$ cat src/hw/rtl/rid_pkg.sv
// rid_pkg: shared types, constants and the encoding table of the rv32imafd decoder
// used by rid_match, rid_extract and riscv_instruction_decoder; no dependencies
package rid_pkg;

   localparam int unsigned WORD_W      = 32;
   localparam int unsigned KIND_W      = 7;
   localparam int unsigned REG_W       = 5;
   localparam int unsigned NUM_ENTRIES = 110;
   localparam logic [15:0] DC          = 16'hFFFF;

   localparam logic [KIND_W-1:0] KIND_LUI   = KIND_W'(35);
   localparam logic [KIND_W-1:0] KIND_AUIPC = KIND_W'(36);

   typedef enum logic [2:0] {
      FMT_R,
      FMT_R4,
      FMT_I,
      FMT_S,
      FMT_B,
      FMT_U,
      FMT_J
   } fmt_type;

   typedef struct packed {
      logic [6:0]  opc;
      logic        f2_care;
      logic [1:0]  f2;
      logic        f3_care;
      logic [2:0]  f3;
      logic        f5a_care;
      logic [4:0]  f5a;
      logic        f5f_care;
      logic [4:0]  f5f;
      logic        f7_care;
      logic [6:0]  f7;
      logic        f12_care;
      logic [11:0] f12;
      fmt_type     fmt;
   } pattern_type;

   typedef struct packed {
      logic              hit;
      logic [KIND_W-1:0] kind;
      fmt_type           fmt;
   } match_type;

   function automatic pattern_type pat(
      input logic [15:0] opc, input logic [15:0] f2, input logic [15:0] f3,
      input logic [15:0] f5a, input logic [15:0] f5f, input logic [15:0] f7,
      input logic [15:0] f12, input fmt_type fmt);
      pattern_type p;
      p.opc      = opc[6:0];
      p.f2_care  = (f2 != DC);
      p.f2       = f2[1:0];
      p.f3_care  = (f3 != DC);
      p.f3       = f3[2:0];
      p.f5a_care = (f5a != DC);
      p.f5a      = f5a[4:0];
      p.f5f_care = (f5f != DC);
      p.f5f      = f5f[4:0];
      p.f7_care  = (f7 != DC);
      p.f7       = f7[6:0];
      p.f12_care = (f12 != DC);
      p.f12      = f12[11:0];
      p.fmt      = fmt;
      return p;
   endfunction

   localparam pattern_type PATTERNS [NUM_ENTRIES] = '{
      // rv32i
      pat(16'h33,DC,16'h0,DC,DC,16'h00,DC,FMT_R), pat(16'h33,DC,16'h0,DC,DC,16'h20,DC,FMT_R),
      pat(16'h33,DC,16'h4,DC,DC,16'h00,DC,FMT_R), pat(16'h33,DC,16'h6,DC,DC,16'h00,DC,FMT_R),
      pat(16'h33,DC,16'h7,DC,DC,16'h00,DC,FMT_R), pat(16'h33,DC,16'h1,DC,DC,16'h00,DC,FMT_R),
      pat(16'h33,DC,16'h5,DC,DC,16'h00,DC,FMT_R), pat(16'h33,DC,16'h5,DC,DC,16'h20,DC,FMT_R),
      pat(16'h33,DC,16'h2,DC,DC,16'h00,DC,FMT_R), pat(16'h33,DC,16'h3,DC,DC,16'h00,DC,FMT_R),
      pat(16'h13,DC,16'h0,DC,DC,DC,DC,FMT_I),     pat(16'h13,DC,16'h4,DC,DC,DC,DC,FMT_I),
      pat(16'h13,DC,16'h6,DC,DC,DC,DC,FMT_I),     pat(16'h13,DC,16'h7,DC,DC,DC,DC,FMT_I),
      pat(16'h13,DC,16'h1,DC,DC,16'h00,DC,FMT_I), pat(16'h13,DC,16'h5,DC,DC,16'h00,DC,FMT_I),
      pat(16'h13,DC,16'h5,DC,DC,16'h20,DC,FMT_I), pat(16'h13,DC,16'h2,DC,DC,DC,DC,FMT_I),
      pat(16'h13,DC,16'h3,DC,DC,DC,DC,FMT_I),
      pat(16'h03,DC,16'h0,DC,DC,DC,DC,FMT_I),     pat(16'h03,DC,16'h1,DC,DC,DC,DC,FMT_I),
      pat(16'h03,DC,16'h2,DC,DC,DC,DC,FMT_I),     pat(16'h03,DC,16'h4,DC,DC,DC,DC,FMT_I),
      pat(16'h03,DC,16'h5,DC,DC,DC,DC,FMT_I),
      pat(16'h23,DC,16'h0,DC,DC,DC,DC,FMT_S),     pat(16'h23,DC,16'h1,DC,DC,DC,DC,FMT_S),
      pat(16'h23,DC,16'h2,DC,DC,DC,DC,FMT_S),
      pat(16'h63,DC,16'h0,DC,DC,DC,DC,FMT_B),     pat(16'h63,DC,16'h1,DC,DC,DC,DC,FMT_B),
      pat(16'h63,DC,16'h4,DC,DC,DC,DC,FMT_B),     pat(16'h63,DC,16'h5,DC,DC,DC,DC,FMT_B),
      pat(16'h63,DC,16'h6,DC,DC,DC,DC,FMT_B),     pat(16'h63,DC,16'h7,DC,DC,DC,DC,FMT_B),
      pat(16'h6f,DC,DC,DC,DC,DC,DC,FMT_J),        pat(16'h67,DC,16'h0,DC,DC,DC,DC,FMT_I),
      pat(16'h37,DC,DC,DC,DC,DC,DC,FMT_U),        pat(16'h17,DC,DC,DC,DC,DC,DC,FMT_U),
      pat(16'h73,DC,16'h0,DC,DC,DC,16'h0,FMT_I),  pat(16'h73,DC,16'h0,DC,DC,DC,16'h1,FMT_I),
      // rv32m
      pat(16'h33,DC,16'h0,DC,DC,16'h01,DC,FMT_R), pat(16'h33,DC,16'h1,DC,DC,16'h01,DC,FMT_R),
      pat(16'h33,DC,16'h2,DC,DC,16'h01,DC,FMT_R), pat(16'h33,DC,16'h3,DC,DC,16'h01,DC,FMT_R),
      pat(16'h33,DC,16'h4,DC,DC,16'h01,DC,FMT_R), pat(16'h33,DC,16'h5,DC,DC,16'h01,DC,FMT_R),
      pat(16'h33,DC,16'h6,DC,DC,16'h01,DC,FMT_R), pat(16'h33,DC,16'h7,DC,DC,16'h01,DC,FMT_R),
      // rv32a
      pat(16'h2f,DC,16'h2,16'h02,DC,DC,DC,FMT_R), pat(16'h2f,DC,16'h2,16'h03,DC,DC,DC,FMT_R),
      pat(16'h2f,DC,16'h2,16'h01,DC,DC,DC,FMT_R), pat(16'h2f,DC,16'h2,16'h00,DC,DC,DC,FMT_R),
      pat(16'h2f,DC,16'h2,16'h0c,DC,DC,DC,FMT_R), pat(16'h2f,DC,16'h2,16'h08,DC,DC,DC,FMT_R),
      pat(16'h2f,DC,16'h2,16'h04,DC,DC,DC,FMT_R), pat(16'h2f,DC,16'h2,16'h14,DC,DC,DC,FMT_R),
      pat(16'h2f,DC,16'h2,16'h10,DC,DC,DC,FMT_R), pat(16'h2f,DC,16'h2,16'h1c,DC,DC,DC,FMT_R),
      pat(16'h2f,DC,16'h2,16'h18,DC,DC,DC,FMT_R),
      // rv32f
      pat(16'h07,DC,16'h2,DC,DC,DC,DC,FMT_I),     pat(16'h27,DC,16'h2,DC,DC,DC,DC,FMT_S),
      pat(16'h43,16'h0,DC,DC,DC,DC,DC,FMT_R4),    pat(16'h47,16'h0,DC,DC,DC,DC,DC,FMT_R4),
      pat(16'h4b,16'h0,DC,DC,DC,DC,DC,FMT_R4),    pat(16'h4f,16'h0,DC,DC,DC,DC,DC,FMT_R4),
      pat(16'h53,DC,DC,DC,DC,16'h00,DC,FMT_R),    pat(16'h53,DC,DC,DC,DC,16'h04,DC,FMT_R),
      pat(16'h53,DC,DC,DC,DC,16'h08,DC,FMT_R),    pat(16'h53,DC,DC,DC,DC,16'h0c,DC,FMT_R),
      pat(16'h53,DC,DC,DC,16'h00,16'h2c,DC,FMT_R),
      pat(16'h53,DC,16'h0,DC,DC,16'h10,DC,FMT_R), pat(16'h53,DC,16'h1,DC,DC,16'h10,DC,FMT_R),
      pat(16'h53,DC,16'h2,DC,DC,16'h10,DC,FMT_R),
      pat(16'h53,DC,16'h0,DC,DC,16'h14,DC,FMT_R), pat(16'h53,DC,16'h1,DC,DC,16'h14,DC,FMT_R),
      pat(16'h53,DC,DC,DC,16'h00,16'h60,DC,FMT_R), pat(16'h53,DC,DC,DC,16'h01,16'h60,DC,FMT_R),
      pat(16'h53,DC,16'h0,DC,16'h00,16'h70,DC,FMT_R),
      pat(16'h53,DC,16'h2,DC,DC,16'h50,DC,FMT_R), pat(16'h53,DC,16'h1,DC,DC,16'h50,DC,FMT_R),
      pat(16'h53,DC,16'h0,DC,DC,16'h50,DC,FMT_R),
      pat(16'h53,DC,16'h1,DC,16'h00,16'h70,DC,FMT_R),
      pat(16'h53,DC,DC,DC,16'h00,16'h68,DC,FMT_R), pat(16'h53,DC,DC,DC,16'h01,16'h68,DC,FMT_R),
      pat(16'h53,DC,16'h0,DC,16'h00,16'h78,DC,FMT_R),
      // rv32d
      pat(16'h07,DC,16'h3,DC,DC,DC,DC,FMT_I),     pat(16'h27,DC,16'h3,DC,DC,DC,DC,FMT_S),
      pat(16'h43,16'h1,DC,DC,DC,DC,DC,FMT_R4),    pat(16'h47,16'h1,DC,DC,DC,DC,DC,FMT_R4),
      pat(16'h4b,16'h1,DC,DC,DC,DC,DC,FMT_R4),    pat(16'h4f,16'h1,DC,DC,DC,DC,DC,FMT_R4),
      pat(16'h53,DC,DC,DC,DC,16'h01,DC,FMT_R),    pat(16'h53,DC,DC,DC,DC,16'h05,DC,FMT_R),
      pat(16'h53,DC,DC,DC,DC,16'h09,DC,FMT_R),    pat(16'h53,DC,DC,DC,DC,16'h0d,DC,FMT_R),
      pat(16'h53,DC,DC,DC,16'h00,16'h2d,DC,FMT_R),
      pat(16'h53,DC,16'h0,DC,DC,16'h11,DC,FMT_R), pat(16'h53,DC,16'h1,DC,DC,16'h11,DC,FMT_R),
      pat(16'h53,DC,16'h2,DC,DC,16'h11,DC,FMT_R),
      pat(16'h53,DC,16'h0,DC,DC,16'h15,DC,FMT_R), pat(16'h53,DC,16'h1,DC,DC,16'h15,DC,FMT_R),
      pat(16'h53,DC,DC,DC,16'h01,16'h20,DC,FMT_R), pat(16'h53,DC,DC,DC,16'h00,16'h21,DC,FMT_R),
      pat(16'h53,DC,16'h2,DC,DC,16'h51,DC,FMT_R), pat(16'h53,DC,16'h1,DC,DC,16'h51,DC,FMT_R),
      pat(16'h53,DC,16'h0,DC,DC,16'h51,DC,FMT_R),
      pat(16'h53,DC,16'h1,DC,16'h00,16'h71,DC,FMT_R),
      pat(16'h53,DC,DC,DC,16'h00,16'h61,DC,FMT_R), pat(16'h53,DC,DC,DC,16'h01,16'h61,DC,FMT_R),
      pat(16'h53,DC,DC,DC,16'h00,16'h69,DC,FMT_R), pat(16'h53,DC,16'h0,DC,16'h01,16'h69,DC,FMT_R)
   };

endpackage

$ cat src/hw/rtl/rid_match.sv
// rid_match: compares one instruction word against every table entry in parallel
// and picks the first hit; depends on rid_pkg
module rid_match (
   input  logic [rid_pkg::WORD_W-1:0] word,
   output rid_pkg::match_type         match
);

   logic [rid_pkg::NUM_ENTRIES-1:0] hit_vec;
   logic [6:0]  opc;
   logic [1:0]  f2;
   logic [2:0]  f3;
   logic [4:0]  f5a;
   logic [4:0]  f5f;
   logic [6:0]  f7;
   logic [11:0] f12;

   assign opc = word[6:0];
   assign f2  = word[26:25];
   assign f3  = word[14:12];
   assign f5a = word[31:27];
   assign f5f = word[24:20];
   assign f7  = word[31:25];
   assign f12 = word[31:20];

   always_comb begin
      for (int k = 0; k < rid_pkg::NUM_ENTRIES; k++) begin
         hit_vec[k] = (rid_pkg::PATTERNS[k].opc == opc)
            && (!rid_pkg::PATTERNS[k].f2_care  || rid_pkg::PATTERNS[k].f2  == f2)
            && (!rid_pkg::PATTERNS[k].f3_care  || rid_pkg::PATTERNS[k].f3  == f3)
            && (!rid_pkg::PATTERNS[k].f5a_care || rid_pkg::PATTERNS[k].f5a == f5a)
            && (!rid_pkg::PATTERNS[k].f5f_care || rid_pkg::PATTERNS[k].f5f == f5f)
            && (!rid_pkg::PATTERNS[k].f7_care  || rid_pkg::PATTERNS[k].f7  == f7)
            && (!rid_pkg::PATTERNS[k].f12_care || rid_pkg::PATTERNS[k].f12 == f12);
      end
   end

   // lowest index wins
   always_comb begin
      match.hit  = |hit_vec;
      match.kind = '0;
      match.fmt  = rid_pkg::FMT_R;
      for (int k = rid_pkg::NUM_ENTRIES - 1; k >= 0; k--) begin
         if (hit_vec[k]) begin
            match.kind = rid_pkg::KIND_W'(k);
            match.fmt  = rid_pkg::PATTERNS[k].fmt;
         end
      end
   end

endmodule

$ cat src/hw/rtl/rid_extract.sv
// rid_extract: pulls register indices and the sign-extended immediate out of the
// word for the matched format; depends on rid_pkg
module rid_extract (
   input  logic [rid_pkg::WORD_W-1:0] word,
   input  rid_pkg::match_type         match,
   output logic [rid_pkg::KIND_W-1:0] kind,
   output logic [rid_pkg::REG_W-1:0]  dest_reg,
   output logic [rid_pkg::REG_W-1:0]  src1_reg,
   output logic [rid_pkg::REG_W-1:0]  src2_reg,
   output logic [rid_pkg::REG_W-1:0]  src3_reg,
   output logic [rid_pkg::WORD_W-1:0] immediate,
   output logic                       illegal
);

   always_comb begin
      kind      = '0;
      dest_reg  = '0;
      src1_reg  = '0;
      src2_reg  = '0;
      src3_reg  = '0;
      immediate = '0;
      illegal   = !match.hit;
      if (match.hit) begin
         kind = match.kind;
         unique case (match.fmt)
            rid_pkg::FMT_R4: begin
               dest_reg = word[11:7];
               src1_reg = word[19:15];
               src2_reg = word[24:20];
               src3_reg = word[31:27];
            end
            rid_pkg::FMT_R: begin
               dest_reg = word[11:7];
               src1_reg = word[19:15];
               src2_reg = word[24:20];
            end
            rid_pkg::FMT_I: begin
               dest_reg  = word[11:7];
               src1_reg  = word[19:15];
               immediate = {{20{word[31]}}, word[31:20]};
            end
            rid_pkg::FMT_S: begin
               src1_reg  = word[19:15];
               src2_reg  = word[24:20];
               immediate = {{20{word[31]}}, word[31:25], word[11:7]};
            end
            rid_pkg::FMT_B: begin
               src1_reg  = word[19:15];
               src2_reg  = word[24:20];
               immediate = {{20{word[31]}}, word[7], word[30:25], word[11:8], 1'b0};
            end
            rid_pkg::FMT_U: begin
               dest_reg  = word[11:7];
               immediate = {word[31:12], 12'b0};
            end
            rid_pkg::FMT_J: begin
               dest_reg  = word[11:7];
               immediate = {{12{word[31]}}, word[19:12], word[20], word[30:21], 1'b0};
            end
            default: begin
               dest_reg = '0;
            end
         endcase
      end
   end

endmodule

$ cat src/hw/rtl/riscv_instruction_decoder.sv
// riscv_instruction_decoder: rv32imafd decoder top level, input and result registers
// around rid_match and rid_extract; depends on rid_pkg
// a taken word passes word_ff and the result registers; rsp_valid marks it for one cycle
// throughput: one word every cycle, busy is never raised; the table match is the long path
// reset clears only the valid flags of the two register stages
module riscv_instruction_decoder (
   input  logic                              clock,
   input  logic                              reset,
   input  logic                              start,
   output logic                              busy,
   input  logic [rid_pkg::WORD_W-1:0]        req_instruction_word,
   output logic                              rsp_valid,
   output logic [rid_pkg::KIND_W-1:0]        rsp_kind,
   output logic [rid_pkg::REG_W-1:0]         rsp_dest_reg,
   output logic [rid_pkg::REG_W-1:0]         rsp_src1_reg,
   output logic [rid_pkg::REG_W-1:0]         rsp_src2_reg,
   output logic [rid_pkg::REG_W-1:0]         rsp_src3_reg,
   output logic signed [rid_pkg::WORD_W-1:0] rsp_immediate,
   output logic                              rsp_illegal
);

   logic                       in_valid_ff;
   logic [rid_pkg::WORD_W-1:0] word_ff;
   rid_pkg::match_type         match;

   logic [rid_pkg::KIND_W-1:0] kind_in;
   logic [rid_pkg::REG_W-1:0]  dest_in;
   logic [rid_pkg::REG_W-1:0]  src1_in;
   logic [rid_pkg::REG_W-1:0]  src2_in;
   logic [rid_pkg::REG_W-1:0]  src3_in;
   logic [rid_pkg::WORD_W-1:0] imm_in;
   logic                       illegal_in;

   logic                       rsp_valid_ff;
   logic [rid_pkg::KIND_W-1:0] kind_ff;
   logic [rid_pkg::REG_W-1:0]  dest_ff;
   logic [rid_pkg::REG_W-1:0]  src1_ff;
   logic [rid_pkg::REG_W-1:0]  src2_ff;
   logic [rid_pkg::REG_W-1:0]  src3_ff;
   logic [rid_pkg::WORD_W-1:0] imm_ff;
   logic                       illegal_ff;

   assign busy = 1'b0;

   always_ff @(posedge clock) begin
      if (reset) begin
         in_valid_ff  <= 1'b0;
         rsp_valid_ff <= 1'b0;
      end else begin
         in_valid_ff  <= start && !busy;
         rsp_valid_ff <= in_valid_ff;
      end
   end

   always_ff @(posedge clock) begin
      if (start && !busy) begin
         word_ff <= req_instruction_word;
      end
      if (in_valid_ff) begin
         kind_ff    <= kind_in;
         dest_ff    <= dest_in;
         src1_ff    <= src1_in;
         src2_ff    <= src2_in;
         src3_ff    <= src3_in;
         imm_ff     <= imm_in;
         illegal_ff <= illegal_in;
      end
   end

   rid_match u_match (
      .word  (word_ff),
      .match (match)
   );

   rid_extract u_extract (
      .word      (word_ff),
      .match     (match),
      .kind      (kind_in),
      .dest_reg  (dest_in),
      .src1_reg  (src1_in),
      .src2_reg  (src2_in),
      .src3_reg  (src3_in),
      .immediate (imm_in),
      .illegal   (illegal_in)
   );

   assign rsp_valid     = rsp_valid_ff;
   assign rsp_kind      = kind_ff;
   assign rsp_dest_reg  = dest_ff;
   assign rsp_src1_reg  = src1_ff;
   assign rsp_src2_reg  = src2_ff;
   assign rsp_src3_reg  = src3_ff;
   assign rsp_immediate = signed'(imm_ff);
   assign rsp_illegal   = illegal_ff;

`ifndef NO_ASSERTIONS
   a_item_latency: assert property (@(posedge clock) disable iff (reset)
      start |-> ##2 rsp_valid)
      else $error("accepted item did not produce a result two cycles later");

   a_no_spurious: assert property (@(posedge clock) disable iff (reset)
      rsp_valid |-> $past(start, 2))
      else $error("result strobe without an accepted item");

   a_illegal_zero: assert property (@(posedge clock) disable iff (reset)
      (rsp_valid && rsp_illegal) |-> (rsp_kind == '0 && rsp_dest_reg == '0
         && rsp_src1_reg == '0 && rsp_src2_reg == '0 && rsp_src3_reg == '0
         && rsp_immediate == '0))
      else $error("illegal item carries nonzero fields");

   a_kind_range: assert property (@(posedge clock) disable iff (reset)
      (rsp_valid && !rsp_illegal) |-> (rsp_kind < rid_pkg::KIND_W'(rid_pkg::NUM_ENTRIES)))
      else $error("kind out of table range");

   a_upper_imm: assert property (@(posedge clock) disable iff (reset)
      (rsp_valid && !rsp_illegal
         && (rsp_kind == rid_pkg::KIND_LUI || rsp_kind == rid_pkg::KIND_AUIPC))
      |-> (rsp_immediate[11:0] == '0 && rsp_src1_reg == '0 && rsp_src2_reg == '0))
      else $error("upper-immediate item decoded with wrong format");
`endif

endmodule

$ cat config.mk
export PLATFORM = sky130hd
export DESIGN_NAME = riscv_instruction_decoder
export DESIGN_NICKNAME = d
export VERILOG_FILES = /design/src/hw/rtl/rid_pkg.sv /design/src/hw/rtl/rid_match.sv /design/src/hw/rtl/rid_extract.sv /design/src/hw/rtl/riscv_instruction_decoder.sv
export SDC_FILE = /design/constraint.sdc
export NUM_CORES = 1
export LEC_CHECK = 0
export BUFFER_PORTS_ARGS = -buffer_cell sky130_fd_sc_hd__buf_4
export CAP_MARGIN = 20
export CORE_UTILIZATION = 40
export CTS_CLUSTER_DIAMETER = 80
export DETAILED_ROUTE_END_ITERATION = 6
export GPL_TIMING_DRIVEN = 1
export PLACE_DENSITY = 0.63
export SLEW_MARGIN = 40
export SYNTH_ARGS = -nofsm -noshare
export SYNTH_HDL_FRONTEND = slang
export SYNTH_SLANG_ARGS = --single-unit
$ cat constraint.sdc
create_clock -name clock -period 3.5 [get_ports clock]
set_input_delay 0.175 -clock clock [delete_from_list [all_inputs] [get_ports clock]]
set_output_delay 0.175 -clock clock [all_outputs]
set_load 0.005 [all_outputs]
[After elaboration in Yosys (flattened, before gate mapping)]
Cells that the tools add are included.
Word-level totals
  register bits after elaboration: 94
  bits of input ports: 35
  output and inout bits: 62
  logic and storage cells: 346
Cells by class
  equality and inequality tests: 68
  muxes and demuxes: 111
  bitwise gates (word level): 1
  reductions and logical operators: 150
Operators by type and width (count)
  two-way mux 10 bit: 46
  two-way mux 9 bit: 32
  one-hot mux 32 bit (5 select lines): 1
  two-way mux 8 bit: 16
  logical AND 1 bit: 127
  equality test 7 bit, first input constant: 18
  OR reduction 110 bit: 1
  OR reduction 65 bit: 1
  equality test 6 x 7 -> 1 bit, first input constant: 9
  two-way mux 7 bit: 8
  equality test 5 x 7 -> 1 bit, first input constant: 6
  OR reduction 33 bit: 1
  equality test 4 x 7 -> 1 bit, first input constant: 4
  two-way mux 6 bit: 4
  equality test 3 x 7 -> 1 bit, first input constant: 3
  equality test 5 bit, first input constant: 4
  OR reduction 17 bit: 1
  OR reduction 5 bit: 3
  equality test 1 x 12 -> 1 bit, first input constant: 1
  equality test 3 bit, first input constant: 4
  logical NOT 12 bit: 1
  equality test 1 x 5 -> 1 bit, first input constant: 2
  equality test 2 x 5 -> 1 bit, first input constant: 2
  equality test 4 x 5 -> 1 bit, first input constant: 2
  other kinds (23): 33

[Longest topological paths before layout]
Gate-level depths: netlist of run 1.
  depth after elaboration: 117
  mapped depth: 11
  gate-level depth less buffers: 7

[Hierarchy]
Synthesis of run 1 repeated with hierarchy kept, for this count alone.
Second synthesis, totals
  cells, all modules: 517
  area, all modules: 5358.9 um^2
By module, submodules not included
  riscv_instruction_decoder: times used 1, cells an instance 98, area an instance 2826.5 um^2, sequential area each 2802.7 um^2
  rid_match: times used 1, cells an instance 298, area an instance 1785.5 um^2, sequential area each 0.0 um^2
  rid_extract: times used 1, cells an instance 121, area an instance 747.0 um^2, sequential area each 0.0 um^2

[Worst setup path before layout of run 1]
No wires, ideal clock.
  path type: register to register
  start point: reg word_ff[5] (netlist bit)
  end point: reg dest_ff (netlist bit rsp_dest_reg[0]), data pin
  library setup time: 0.267 ns
  arrival: 2.164 ns
  required time: 3.233 ns
  setup slack: 1.069 ns
  cell stages (with the launch flop): 10
  buffers on the path: 2
  period minus slack after synthesis: 2.431 ns
  cells stage by stage: edfxtp_1 > buf_4 > and3b_1 > nand3_1 > nor2_1 > nor4bb_2 > nand3b_1 > nor4_4 > buf_6 > nor3b_1
On the way
  longest elaborated chain between the ends: 115
  elaborated cells on any way between the ends: 262
  classes of those cells: eq/ne (22); mux (109); reduce/logical (131)
Ends and longest elaborated chain
  start, declared: RTL line riscv_instruction_decoder.sv:23  | logic [rid_pkg::WORD_W-1:0] word_ff;
  start signal, assigned: RTL line riscv_instruction_decoder.sv:57  | word_ff <= req_instruction_word;
  equality test 7 bit: RTL line rid_match.sv:27  | hit_vec[k] = (rid_pkg::PATTERNS[k].opc == opc)
  logical AND 1 bit: RTL line rid_match.sv:31  | && (!rid_pkg::PATTERNS[k].f5f_care || rid_pkg::PATTERNS[k].f5f == f5f)
  logical AND 1 bit: RTL line rid_match.sv:32  | && (!rid_pkg::PATTERNS[k].f7_care || rid_pkg::PATTERNS[k].f7 == f7)
  two-way mux 10 bit (45 in a row): RTL line rid_match.sv:43  | if (hit_vec[k]) begin
  two-way mux 9 bit (32 in a row): RTL line rid_match.sv:43
  two-way mux 8 bit (16 in a row): RTL line rid_match.sv:43
  two-way mux 7 bit (8 in a row): RTL line rid_match.sv:43
  two-way mux 6 bit (4 in a row): RTL line rid_match.sv:43
  two-way mux 5 bit (2 in a row): RTL line rid_match.sv:43
  two-way mux 4 bit: RTL line rid_match.sv:43
  two-way mux 3 bit: RTL line rid_match.sv:43
  equality test 3 x 1 -> 1 bit (tied with other cells): RTL line rid_extract.sv:25  | unique case (match.fmt)
  OR reduction 5 bit (no line)
  AND reduction 2 bit (no line) *
  end signal, assigned: RTL line riscv_instruction_decoder.sv:61  | dest_ff <= dest_in;
  end, declared: RTL line riscv_instruction_decoder.sv:36  | logic [rid_pkg::REG_W-1:0] dest_ff;
Mark *: on every way between the ends. The rest lies on a longest branch, timed or not.
A chain may end at the register's enable or synchronous reset.

[Final worst setup path of run 1]
  start point: reg word_ff[29] (netlist bit)
  end point: reg dest_ff (netlist bit rsp_dest_reg[0]), data pin
On the way
  longest elaborated chain between the ends: 114
  elaborated cells on any way between the ends: 229
  classes of those cells: eq/ne (39); mux (109); reduce/logical (81)
Ends and longest elaborated chain (RTL line)
  equality test 7 bit: rid_match.sv:32
  logical AND 1 bit: rid_match.sv:32
  two-way mux 10 bit (45 in a row): rid_match.sv:43
  two-way mux 9 bit (32 in a row): rid_match.sv:43
  two-way mux 8 bit (16 in a row): rid_match.sv:43
  two-way mux 7 bit (8 in a row): rid_match.sv:43
  two-way mux 6 bit (4 in a row): rid_match.sv:43
  two-way mux 5 bit (2 in a row): rid_match.sv:43
  two-way mux 4 bit: rid_match.sv:43
  two-way mux 3 bit: rid_match.sv:43
  equality test 3 x 1 -> 1 bit (tied with other cells): rid_extract.sv:25
  OR reduction 5 bit (no line)
  AND reduction 2 bit (no line) *
Marks and branches as above.

==> results.py, run 1 <==
metrics = {
    "worst_setup_path": {
        "cpPeakStageDelay_ns": 0.68,
        "endpoint_kind": "flip-flop",
        "r2r_end": "rsp_dest_reg[0]",
        "critPathLaunch": "word_ff[29]",
        "slowest_stage": "edfxtp_1",
        "crit_chain": "and3b_1 -> nand4_1 -> o22ai_1 -> a2111oi_0 -> buf_4 -> nand4_1 -> nor4_4 -> buf_4 -> nor3b_1",
        "r2r_cells": 9,
        "cp_data_arrival_time_ns": 3.33,
        "crit_required_ns": 3.59,
        "cp-start-kind": "flip-flop",
        "regToRegStartpoint": "word_ff[29]",
        "crit_family": "simple AND/OR/NAND/NOR gates",
        "critPathCapture": "rsp_dest_reg[0]",
        "path_depth": 9,
        "crit_buf_inv": 2,
        "cp_max_fo": 13,
        "path_class": "reg -> reg",
        "rrSetupSlack_ns": 0.27,
    },
    "pwr": {
        "leakagePower_nw": 2.909,
        "p_switching_uw": 843.5,
        "power_frac_clock": 0.348,
        "pwr-share-seq": 0.480,
        "p_total_mw": 2.899,
        "swShare": 0.2910,
        "irDropWorstVdd_mv": 0.2182,
        "power_density_nw_per_um2": 377.7,
        "p_comb_frac": 0.172,
        "p_int_mw": 2.056,
    },
    "synth": {
        "synth_area_per_cell_um2": 10.62,
        "synth-edff-count": 92,
        "synth_top_area_cell": "edfxtp_1",
        "ys_warn_count": 0,
        "synth_cell_types": 82,
        "synthFlopType": "edfxtp_1",
        "ys_ff_latch": 94,
        "synth_top_area_frac": 0.4792,
        "syn_nets": 578,
        "synthCells": 543,
        "synth-seq-area-share": 0.4861,
        "synthTopCellsByArea": "edfxtp_1 (48%), nand2_1 (3.5%), nor2_1 (3.1%)",
        "synth.cell_area_um2": 5766,
        "async_reset_ff_frac": 0,
    },
    "cts": {
        "cts_tree": "done",
        "clk_latency_ns": 0.36,
        "cts_buffer_depth": 2,
        "clk_pin_slew_ns": 0.09,
        "htreeDepth": 3,
        "cts_buffers": 9,
        "clkSinkCount": 94,
        "cts-root-buf": "clkbuf_16",
        "post_cts_resized": 0,
    },
    "global_routing": {
        "grt_max_degree": 34,
        "gr-total-overflow": 0,
        "grt_first_pass_wirelength_mm": 32.22,
        "grt_pass1_vias": 5137,
        "track_usage": 0.3027,
        "antenna_found_initial": 0,
    },
    "drt": {
        "route.vias.total": 5508,
        "drt-total-wl_mm": 22.00,
        "drt-initial-drc-count": 638,
        "avgRoutedWirePerCell_um": 24.33,
        "via_per_inst": 6.093,
        "firstDrtPassIters": 5,
        "final_antenna_net_count": 0,
        "drc_errors": 0,
    },
    "placed_design": {
        "hpwl_mm": 16.84,
        "dp.cells": 855,
        "port_buffers": 95,
        "gp_congestion": 1.066,
    },
    "floorplanning": {
        "die_h_um": 122.1,
        "die_w_um": 122.1,
        "fp-row-count": 43,
        "initial_utilization": 0.4122,
        "ios": 97,
        "core-area_um2": 13990,
        "dieArea_um2": 14900,
    },
    "timing": {
        "hold_viol": 0,
        "slew_headroom": 0.4753,
        "fin_crit_ns": 3.234,
        "setup_viol_count_final": 0,
        "rsz0062_at_grt": "no",
        "fin_skew_ns": 0.01972,
        "hold_ws_ns": 0.01105,
        "drv_slew": 0,
        "tns_ns": 0,
        "post-route-period-util": 0.9240,
        "fmax_mhz": 309.2,
        "worst_pin_slew_ns": 0.7854,
    },
    "run": {
        "maxCapViolCount": 0,
    },
    "layout": {
        "area_growth_pct": 33.14,
        "final_cells": 904,
        "final_cell_mix": "buf_4 (181), edfxtp_1 (92), nand2_1 (54)",
        "drive_above_1_share": 0.3301,
        "regArea_um2": 2804,
        "nNetsFinal": 754,
        "final_common_cell": "buf_4",
        "multi_input_area_um2": 2635,
        "antennaDiodeCount": 0,
        "fillers": 1238,
    },
    "worst_hold_path": {
        "hold_path_class": "in -> reg",
    },
    "status": {
        "status": "complete, no violations",
    },
}
-- how the worst min path moves through the flow --
stage,from,endpoint,cells past startpoint
global placement,reset,in_valid_ff,2
global route,req_instruction_word[7],word_ff[7],1
CTS,req_instruction_word[13],word_ff[13],1
detailed placement,reset,in_valid_ff,2
floorplan,reset,in_valid_ff,1
finish,req_instruction_word[7],word_ff[7],1
-- worst register-to-register path: stages (launching register included) --
cell	delay [ns]
edfxtp_1	0.68
and3b_1	0.33
nand4_1	0.18
o22ai_1	0.10
a2111oi_0	0.53
buf_4	0.22
nand4_1	0.14
nor4_4	0.45
buf_4	0.26
nor3b_1	0.07
-- metal layers --
layer  routed length, µm  track usage
met5                   0            0
met4                 822       0.1265
met3                1850      0.05056
met2               10100       0.4707
met1                9223       0.4164
-- cells in the mapped netlist, types with 3 or more instances --
| cell type | n |
|---|---|
| nor3_2 | 3 |
| clkbuf_1 | 10 |
| buf_4 | 11 |
| nand4_1 | 16 |
| nand2b_1 | 10 |
| or3_1 | 7 |
| nand3_1 | 15 |
| edfxtp_1 | 92 |
| mux2i_1 | 3 |
| a32oi_1 | 3 |
| a22o_1 | 4 |
| buf_6 | 8 |
| inv_1 | 6 |
| a221oi_1 | 5 |
| and2_1 | 5 |
| o21ai_0 | 16 |
| a41oi_1 | 3 |
| a31oi_1 | 6 |
| a21o_1 | 16 |
| nor3b_1 | 10 |
| nor4_1 | 9 |
| nor2b_1 | 17 |
| nor3b_2 | 4 |
| nor4b_1 | 9 |
| nor2_1 | 48 |
| or3b_2 | 3 |
| buf_2 | 18 |
| a311oi_1 | 3 |
| and3b_1 | 8 |
| o211ai_1 | 3 |
| or2_2 | 4 |
| nor3_1 | 17 |
| nor4_4 | 4 |
| nand2_1 | 54 |
| and4_1 | 3 |
| a311o_1 | 3 |
| a21oi_1 | 15 |
| nand3b_1 | 5 |
| o22ai_1 | 5 |
| o21bai_1 | 3 |
-- power groups by stage --
stage / logic (mW) / clock network (mW) / registers, mW
final: 0.500 / 1.01 / 1.39
after global routing: 0.524 / 1.05 / 1.40
after CTS: 0.484 / 1.02 / 1.39
after detailed placement: 0.455 / 0 / 1.42
after global placement: 0.464 / 0 / 1.41
after floorplan: 0.232 / 0 / 1.39
-- metrics by stage --
stage / setup WS [ns] / area [µm²] / util
2_1_floorplan: 1.069 / 5766 / -
3_3_place_gp: -0.01523 / 7043 / 0.5035
3_5_place_dp: 0.1845 / 7051 / 0.5040
4_1_cts: 0.1716 / 7661 / 0.5477
5_1_grt: 0.1955 / 7676 / 0.5487
6_report: 0.2659 / 7676 / 0.5487
-- kinds of logic (layout without fill, tap and decap cells) --
kind of cell    after synthesis  after routing  synth area share
flops                        94             94            0.4861
compound gates              113            113            0.1480
mux                           3              3          0.005209
buf+inv                      54            235           0.05686
simple gates                275            275            0.2986
other cells                   1              1         0.0006504
xor+xnor                      3              3          0.004558
-- area by class of cell --
class	count	area share
clock inverter	7	0.009780
clock buffer	9	0.02934
timing repair buffer	213	0.2200
multi-input combinational	395	0.3433
tap	180	0.02934
inverter	6	0.002934
sequential	94	0.3653
-- timing repair --
item / 4_1_cts / 5_1_grt
setup endpoints to repair: 0 / 1
hold endpoints to repair: 32 / 0
setup buffers: 0 / 2
hold buffers: 31 / 0
Note: power is estimated with default switching activity, not from simulation.
==> inputs of run 2 (changes only) <==
Settings changed: SYNTH_HIERARCHICAL set to 1.
==> results.py, run 2 <==
metrics = {
    "pwr": {
        "p_switching_uw": 744.5,
        "power_frac_clock": 0.367,
        "p_int_mw": 2.175,
        "irDropWorstVdd_mv": 0.3554,
        "power_density_nw_per_um2": 412.2,
        "leakagePower_nw": 2.585,
        "p_comb_frac": 0.155,
        "swShare": 0.2550,
        "pwr-share-seq": 0.478,
    },
    "worst_setup_path": {
        "crit_chain": "buf_4 -> nor3_1 -> nand2_1 -> nor3_1 -> nor2_1 -> nand4_1 -> nor4b_1 -> nand4_1 -> inv_1 -> buf_12 -> a211oi_2 -> and2_1",
        "cp-start-kind": "flip-flop",
        "cpPeakStageDelay_ns": 0.54,
        "crit_required_ns": 3.72,
        "endpoint_kind": "flip-flop",
        "slowest_stage": "edfxtp_1",
        "cp_max_fo": 23,
        "path_class": "reg -> reg",
        "cp_data_arrival_time_ns": 3.42,
    },
    "placed_design": {
        "hpwl_mm": 12.16,
        "dp.cells": 790,
        "port_buffers": 95,
        "gp_congestion": 0.9617,
        "dpl_cell_area_um2": 6434,
    },
    "global_routing": {
        "antenna_found_initial": 0,
        "gr-total-overflow": 0,
        "track_usage": 0.2426,
        "grt_pass1_vias": 4585,
        "grt_max_degree": 41,
        "grt_first_pass_wirelength_mm": 25.73,
    },
    "synth": {
        "synth_top_area_frac": 0.5155,
        "ys_warn_count": 6,
        "synth-edff-count": 92,
        "synth-simple-area-share": 0.2608,
        "yosysMostFrequentCell": "edfxtp_1",
        "synthTopCellsByCount": "edfxtp_1 (92), nand2_1 (47), a21oi_1 (38)",
        "async_reset_ff_frac": 0,
        "synthFlopType": "edfxtp_1",
        "synth_cell_types": 74,
        "synth_compound_area_frac": 0.1525,
        "synth-seq-area-share": 0.5230,
        "synthTopCellsByArea": "edfxtp_1 (52%), a21oi_1 (3.5%), nand2_1 (3.3%)",
        "synthMuxAreaShare": 0.008172,
        "syn_nets": 552,
        "synth_top_area_cell": "edfxtp_1",
        "synth_adder_area_share": 0,
        "synth_area_per_cell_um2": 10.37,
        "synth_top_family_by_area": "simple AND/OR/NAND/NOR gates",
        "synth.cell_area_um2": 5359,
        "synth_xor_area_frac": 0.004670,
        "ys_ff_latch": 94,
        "synthCells": 517,
    },
    "layout": {
        "final_cells": 838,
        "area_growth_pct": 32.17,
        "postLayoutCellArea_um2": 7083,
        "antennaDiodeCount": 0,
        "final_core_util": 0.5523,
        "multi_input_area_um2": 2292,
        "final_cell_mix": "buf_4 (140), edfxtp_1 (92), nand2_1 (47)",
        "regArea_um2": 2806,
        "nNetsFinal": 696,
        "fillers": 1144,
        "drive_above_1_share": 0.2748,
        "final_common_cell": "buf_4",
    },
    "cts": {
        "cts-root-buf": "clkbuf_16",
        "cts_buffer_depth": 2,
        "clkSinkCount": 94,
        "cts_buffers": 9,
        "clk_pin_slew_ns": 0.07,
        "clk_latency_ns": 0.35,
        "cts_tree": "done",
        "htreeDepth": 3,
        "cts_setup_buffers": 0,
    },
    "timing": {
        "fin_crit_ns": 3.201,
        "fin_skew_ns": 0.008732,
        "drv_slew": 0,
        "worst_pin_slew_ns": 0.8087,
        "rsz0062_at_grt": "no",
        "setup_viol_count_final": 0,
        "tns_ns": 0,
        "slew_headroom": 0.4572,
        "post-route-period-util": 0.9147,
        "fmax_mhz": 312.4,
        "hold_viol": 0,
    },
    "floorplanning": {
        "dieArea_um2": 13860,
        "fp-row-count": 41,
        "die_w_um": 117.7,
        "ios": 97,
        "initial_utilization": 0.4179,
        "die_h_um": 117.7,
        "core-area_um2": 12820,
    },
    "drt": {
        "drt-total-wl_mm": 16.64,
        "drt-initial-drc-count": 490,
        "final_antenna_net_count": 0,
        "avgRoutedWirePerCell_um": 19.86,
        "firstDrtPassIters": 5,
        "via_per_inst": 5.860,
        "route.vias.total": 4911,
        "drc_errors": 0,
    },
    "run": {
        "maxCapViolCount": 0,
    },
    "worst_hold_path": {
        "hold_path_class": "in -> reg",
    },
    "status": {
        "status": "complete, no violations",
    },
}
==> run 2: changes by cell type after synthesis, sizes merged, moves of 9 or more <==
cell   previous run  this run
a21o             16         4
nor2             50        37
and2              5        30
nor2b            19        10
a21oi            15        38
buf              37        23
nor4             14         5
==> run 2: timing repair <==
item,4_1_cts,5_1_grt
hold buffers,32,0
endpoints found under the setup margin,0,2
gates resized for setup,0,1
hold endpoints to repair,33,0
==> run 2: worst max-delay path: cells and delay by family, from the launching register on <==
| kind | cells | cell delay, ns |
|---|---|---|
| compound gates | 1 | 0.24 |
| buf+inv | 3 | 0.51 |
| simple gates | 8 | 1.76 |
| flops | 1 | 0.54 |
==> run 2: routing by layer <==
layer | vias up | GRT usage | routed length (µm)
li1 | 2271 | - | -
met1 | 2326 | 0.3385 | 7308
met2 | 268 | 0.3665 | 7479
met5 | - | 0 | 0
met3 | 46 | 0.05087 | 1328
met4 | 0 | 0.09776 | 526
==> run 2: path summary, 6_finish.rpt <==
check | startpoint | endpoint | slack [ns] | depth (start not counted)
max | word_ff[31] | rsp_dest_reg[2] | 0.30 | 12
max reg2reg | word_ff[31] | rsp_dest_reg[2] | 0.30 | 12
min | req_instruction_word[31] | word_ff[31] | 0.03 | 1
min reg2reg | word_ff[15] | rsp_src1_reg[0] | 0.57 | 2
==> run 2: cell families (layout without fill, tap and decap cells) <==
group                     after synthesis  after routing
AOI/OAI and AO/OA                     120            120
other                                   1              1
and+or+nand+nor                       243            243
DFF                                    94             94
buffers and inverters                  53            202
muxes                                   4              4
xor gates and xnor gates                2              2
==> run 2: area by class of cell <==
| type | count | share of cell area |
|---|---|---|
| inverters | 13 | 0.006889 |
| clock inverters | 7 | 0.01466 |
| repair buffers | 173 | 0.1964 |
| clock buffers | 9 | 0.03180 |
| well taps | 172 | 0.03038 |
| flip-flops and latches | 94 | 0.3962 |
| multi-input cells | 370 | 0.3236 |
==> run 2: power groups by stage <==
| stage | Sequential (mW) | Clock [mW] | Combinational [mW] |
|---|---|---|---|
| 6_report | 1.40 | 1.07 | 0.452 |
| 5_1_grt | 1.41 | 1.13 | 0.483 |
| 4_1_cts | 1.39 | 1.10 | 0.447 |
| 3_5_place_dp | 1.42 | 0 | 0.417 |
| 3_3_place_gp | 1.42 | 0 | 0.417 |
| 2_1_floorplan | 1.40 | 0 | 0.217 |
==> run 2: through the flow <==
step	hold WS, ns	total power [mW]	setup WS [ns]
after detailed placement	0.3430	1.835	0.3306
after global routing	0.01191	3.022	0.04358
after floorplan	0.2466	1.617	0.5380
final	0.02925	2.919	0.2987
after global placement	0.3354	1.834	-0.01344
after CTS	0.009552	2.937	0.2839
==> inputs of run 3 (changes only) <==
Settings changed: CTS_BUF_LIST set to sky130_fd_sc_hd__clkbuf_2.
==> results.py, run 3 (synthesized netlist as in run 2, its figures left out) <==
metrics = {
    "global_routing": {
        "grt_first_pass_wirelength_mm": 25.72,
        "antenna_found_initial": 0,
        "grt_pass1_vias": 4585,
        "gr-total-overflow": 0,
        "track_usage": 0.2423,
        "grt_max_degree": 41,
    },
    "drt": {
        "avgRoutedWirePerCell_um": 19.87,
        "firstDrtPassIters": 5,
        "drc_errors": 0,
        "route.vias.total": 4862,
        "drt-initial-drc-count": 516,
        "drt-total-wl_mm": 16.69,
        "via_per_inst": 5.788,
        "final_antenna_net_count": 0,
    },
    "timing": {
        "drv_slew": 0,
        "fin_crit_ns": 3.222,
        "post-route-period-util": 0.9204,
        "worst_pin_slew_ns": 0.8976,
        "hold_viol": 0,
        "fin_skew_ns": 0.03677,
        "rsz0062_at_grt": "no",
        "setup_viol_count_final": 0,
        "fmax_mhz": 310.4,
        "tns_ns": 0,
        "slew_headroom": 0.3861,
    },
    "worst_setup_path": {
        "path_class": "reg -> reg",
        "path_depth": 10,
        "cpPeakStageDelay_ns": 0.61,
        "cp-start-kind": "flip-flop",
        "crit_family": "simple AND/OR/NAND/NOR gates",
        "crit_required_ns": 3.99,
        "regToRegStartpoint": "word_ff[31]",
        "endpoint_kind": "flip-flop",
        "r2r_cells": 10,
        "critPathLaunch": "word_ff[31]",
        "crit_chain": "buf_4 -> nor4_1 -> nand2_1 -> or4_1 -> and3_1 -> nand4_1 -> inv_1 -> buf_12 -> a211oi_2 -> and2_1",
        "crit_buf_inv": 3,
        "slowest_stage": "edfxtp_1",
        "cp_data_arrival_time_ns": 3.71,
        "cp_max_fo": 23,
    },
    "cts": {
        "clk_pin_slew_ns": 0.28,
        "cts_buffers": 9,
        "htreeDepth": 3,
        "cts_buffer_depth": 2,
        "cts_setup_buffers": 0,
        "clk_latency_ns": 0.60,
        "cts_tree": "done",
        "clkSinkCount": 94,
        "cts-root-buf": "clkbuf_2",
    },
    "floorplanning": {
        "die_w_um": 117.7,
        "fp-row-count": 41,
        "initial_utilization": 0.4179,
        "ios": 97,
        "core-area_um2": 12820,
        "die_h_um": 117.7,
        "dieArea_um2": 13860,
    },
    "layout": {
        "final_cell_mix": "buf_4 (140), edfxtp_1 (92), nand2_1 (47)",
        "area_growth_pct": 29.19,
        "drive_above_1_share": 0.2740,
        "fillers": 1165,
        "final_common_cell": "buf_4",
        "nNetsFinal": 698,
        "antennaDiodeCount": 0,
    },
    "pwr": {
        "power_density_nw_per_um2": 359.0,
        "leakagePower_nw": 2.520,
        "irDropWorstVdd_mv": 0.2543,
        "p_total_mw": 2.485,
    },
    "worst_hold_path": {
        "hold_depth": 2,
        "hold_path_class": "in -> reg",
        "min_from": "req_instruction_word[8]",
    },
    "status": {
        "status": "complete, no violations",
    },
    "placed_design": {
        "hpwl_mm": 12.16,
        "port_buffers": 95,
        "gp_congestion": 0.9617,
    },
    "run": {
        "maxCapViolCount": 0,
    },
}
==> run 3: changes by cell type in the layout (fill, tap and decap cells not counted), sizes merged <==
cell	previous run	this run
dlygate4sd3	32	34
==> run 3: power by group <==
part           switching, mW  total, mW  internal (mW)  leakage [nW]
Combinational          0.241      0.454          0.213          1.60
Clock                  0.388      0.638          0.250        0.0884
Sequential            0.0693       1.39           1.32         0.829
Total                  0.699       2.49           1.79          2.52
==> run 3: metal layers <==
layer	routed length, µm	track usage	up-vias
met4	502	0.09936	0
met1	7344	0.3322	2316
met3	1269	0.05620	41
met2	7577	0.3680	236
li1	-	-	2269
met5	0	0	-
==> run 3: cell type report <==
class,count,area [µm²],area share
timing repair buffer,175,1411,0.2039
clock buffer,9,45.04,0.006506
inverter,13,48.80,0.007049
multi-input combinational,370,2292,0.3311
tap,172,215.2,0.03109
clock inverter,7,103.9,0.01500
sequential,94,2806,0.4054
==> run 3: worst paths after layout <==
check	to	slack, ns
hold reg to reg	rsp_immediate[19]	0.62
hold / removal	word_ff[8]	0.27
setup / recovery	rsp_dest_reg[4]	0.28
setup reg to reg	rsp_dest_reg[4]	0.28
==> run 3: timing repair <==
item                                   in CTS  in global routing
gates resized for setup                     0                  1
hold buffers                               34                  0
setup endpoints to repair                   0                  2
endpoints found under the hold margin      49                  0
==> run 3: through the flow <==
step | cells | worst slack [ns] | hold slack [ns] | instance area (µm²) | utilization
2_1_floorplan | 517 | 0.5380 | 0.2466 | 5359 | -
3_3_place_gp | 790 | -0.01344 | 0.3354 | 6426 | 0.5011
3_5_place_dp | 790 | 0.3306 | 0.3430 | 6434 | 0.5017
4_1_cts | 840 | 0.2804 | 0.2007 | 6923 | 0.5398
5_1_grt | 840 | 0.04540 | 0.2005 | 6923 | 0.5398
6_report | 840 | 0.2785 | 0.2669 | 6923 | 0.5398
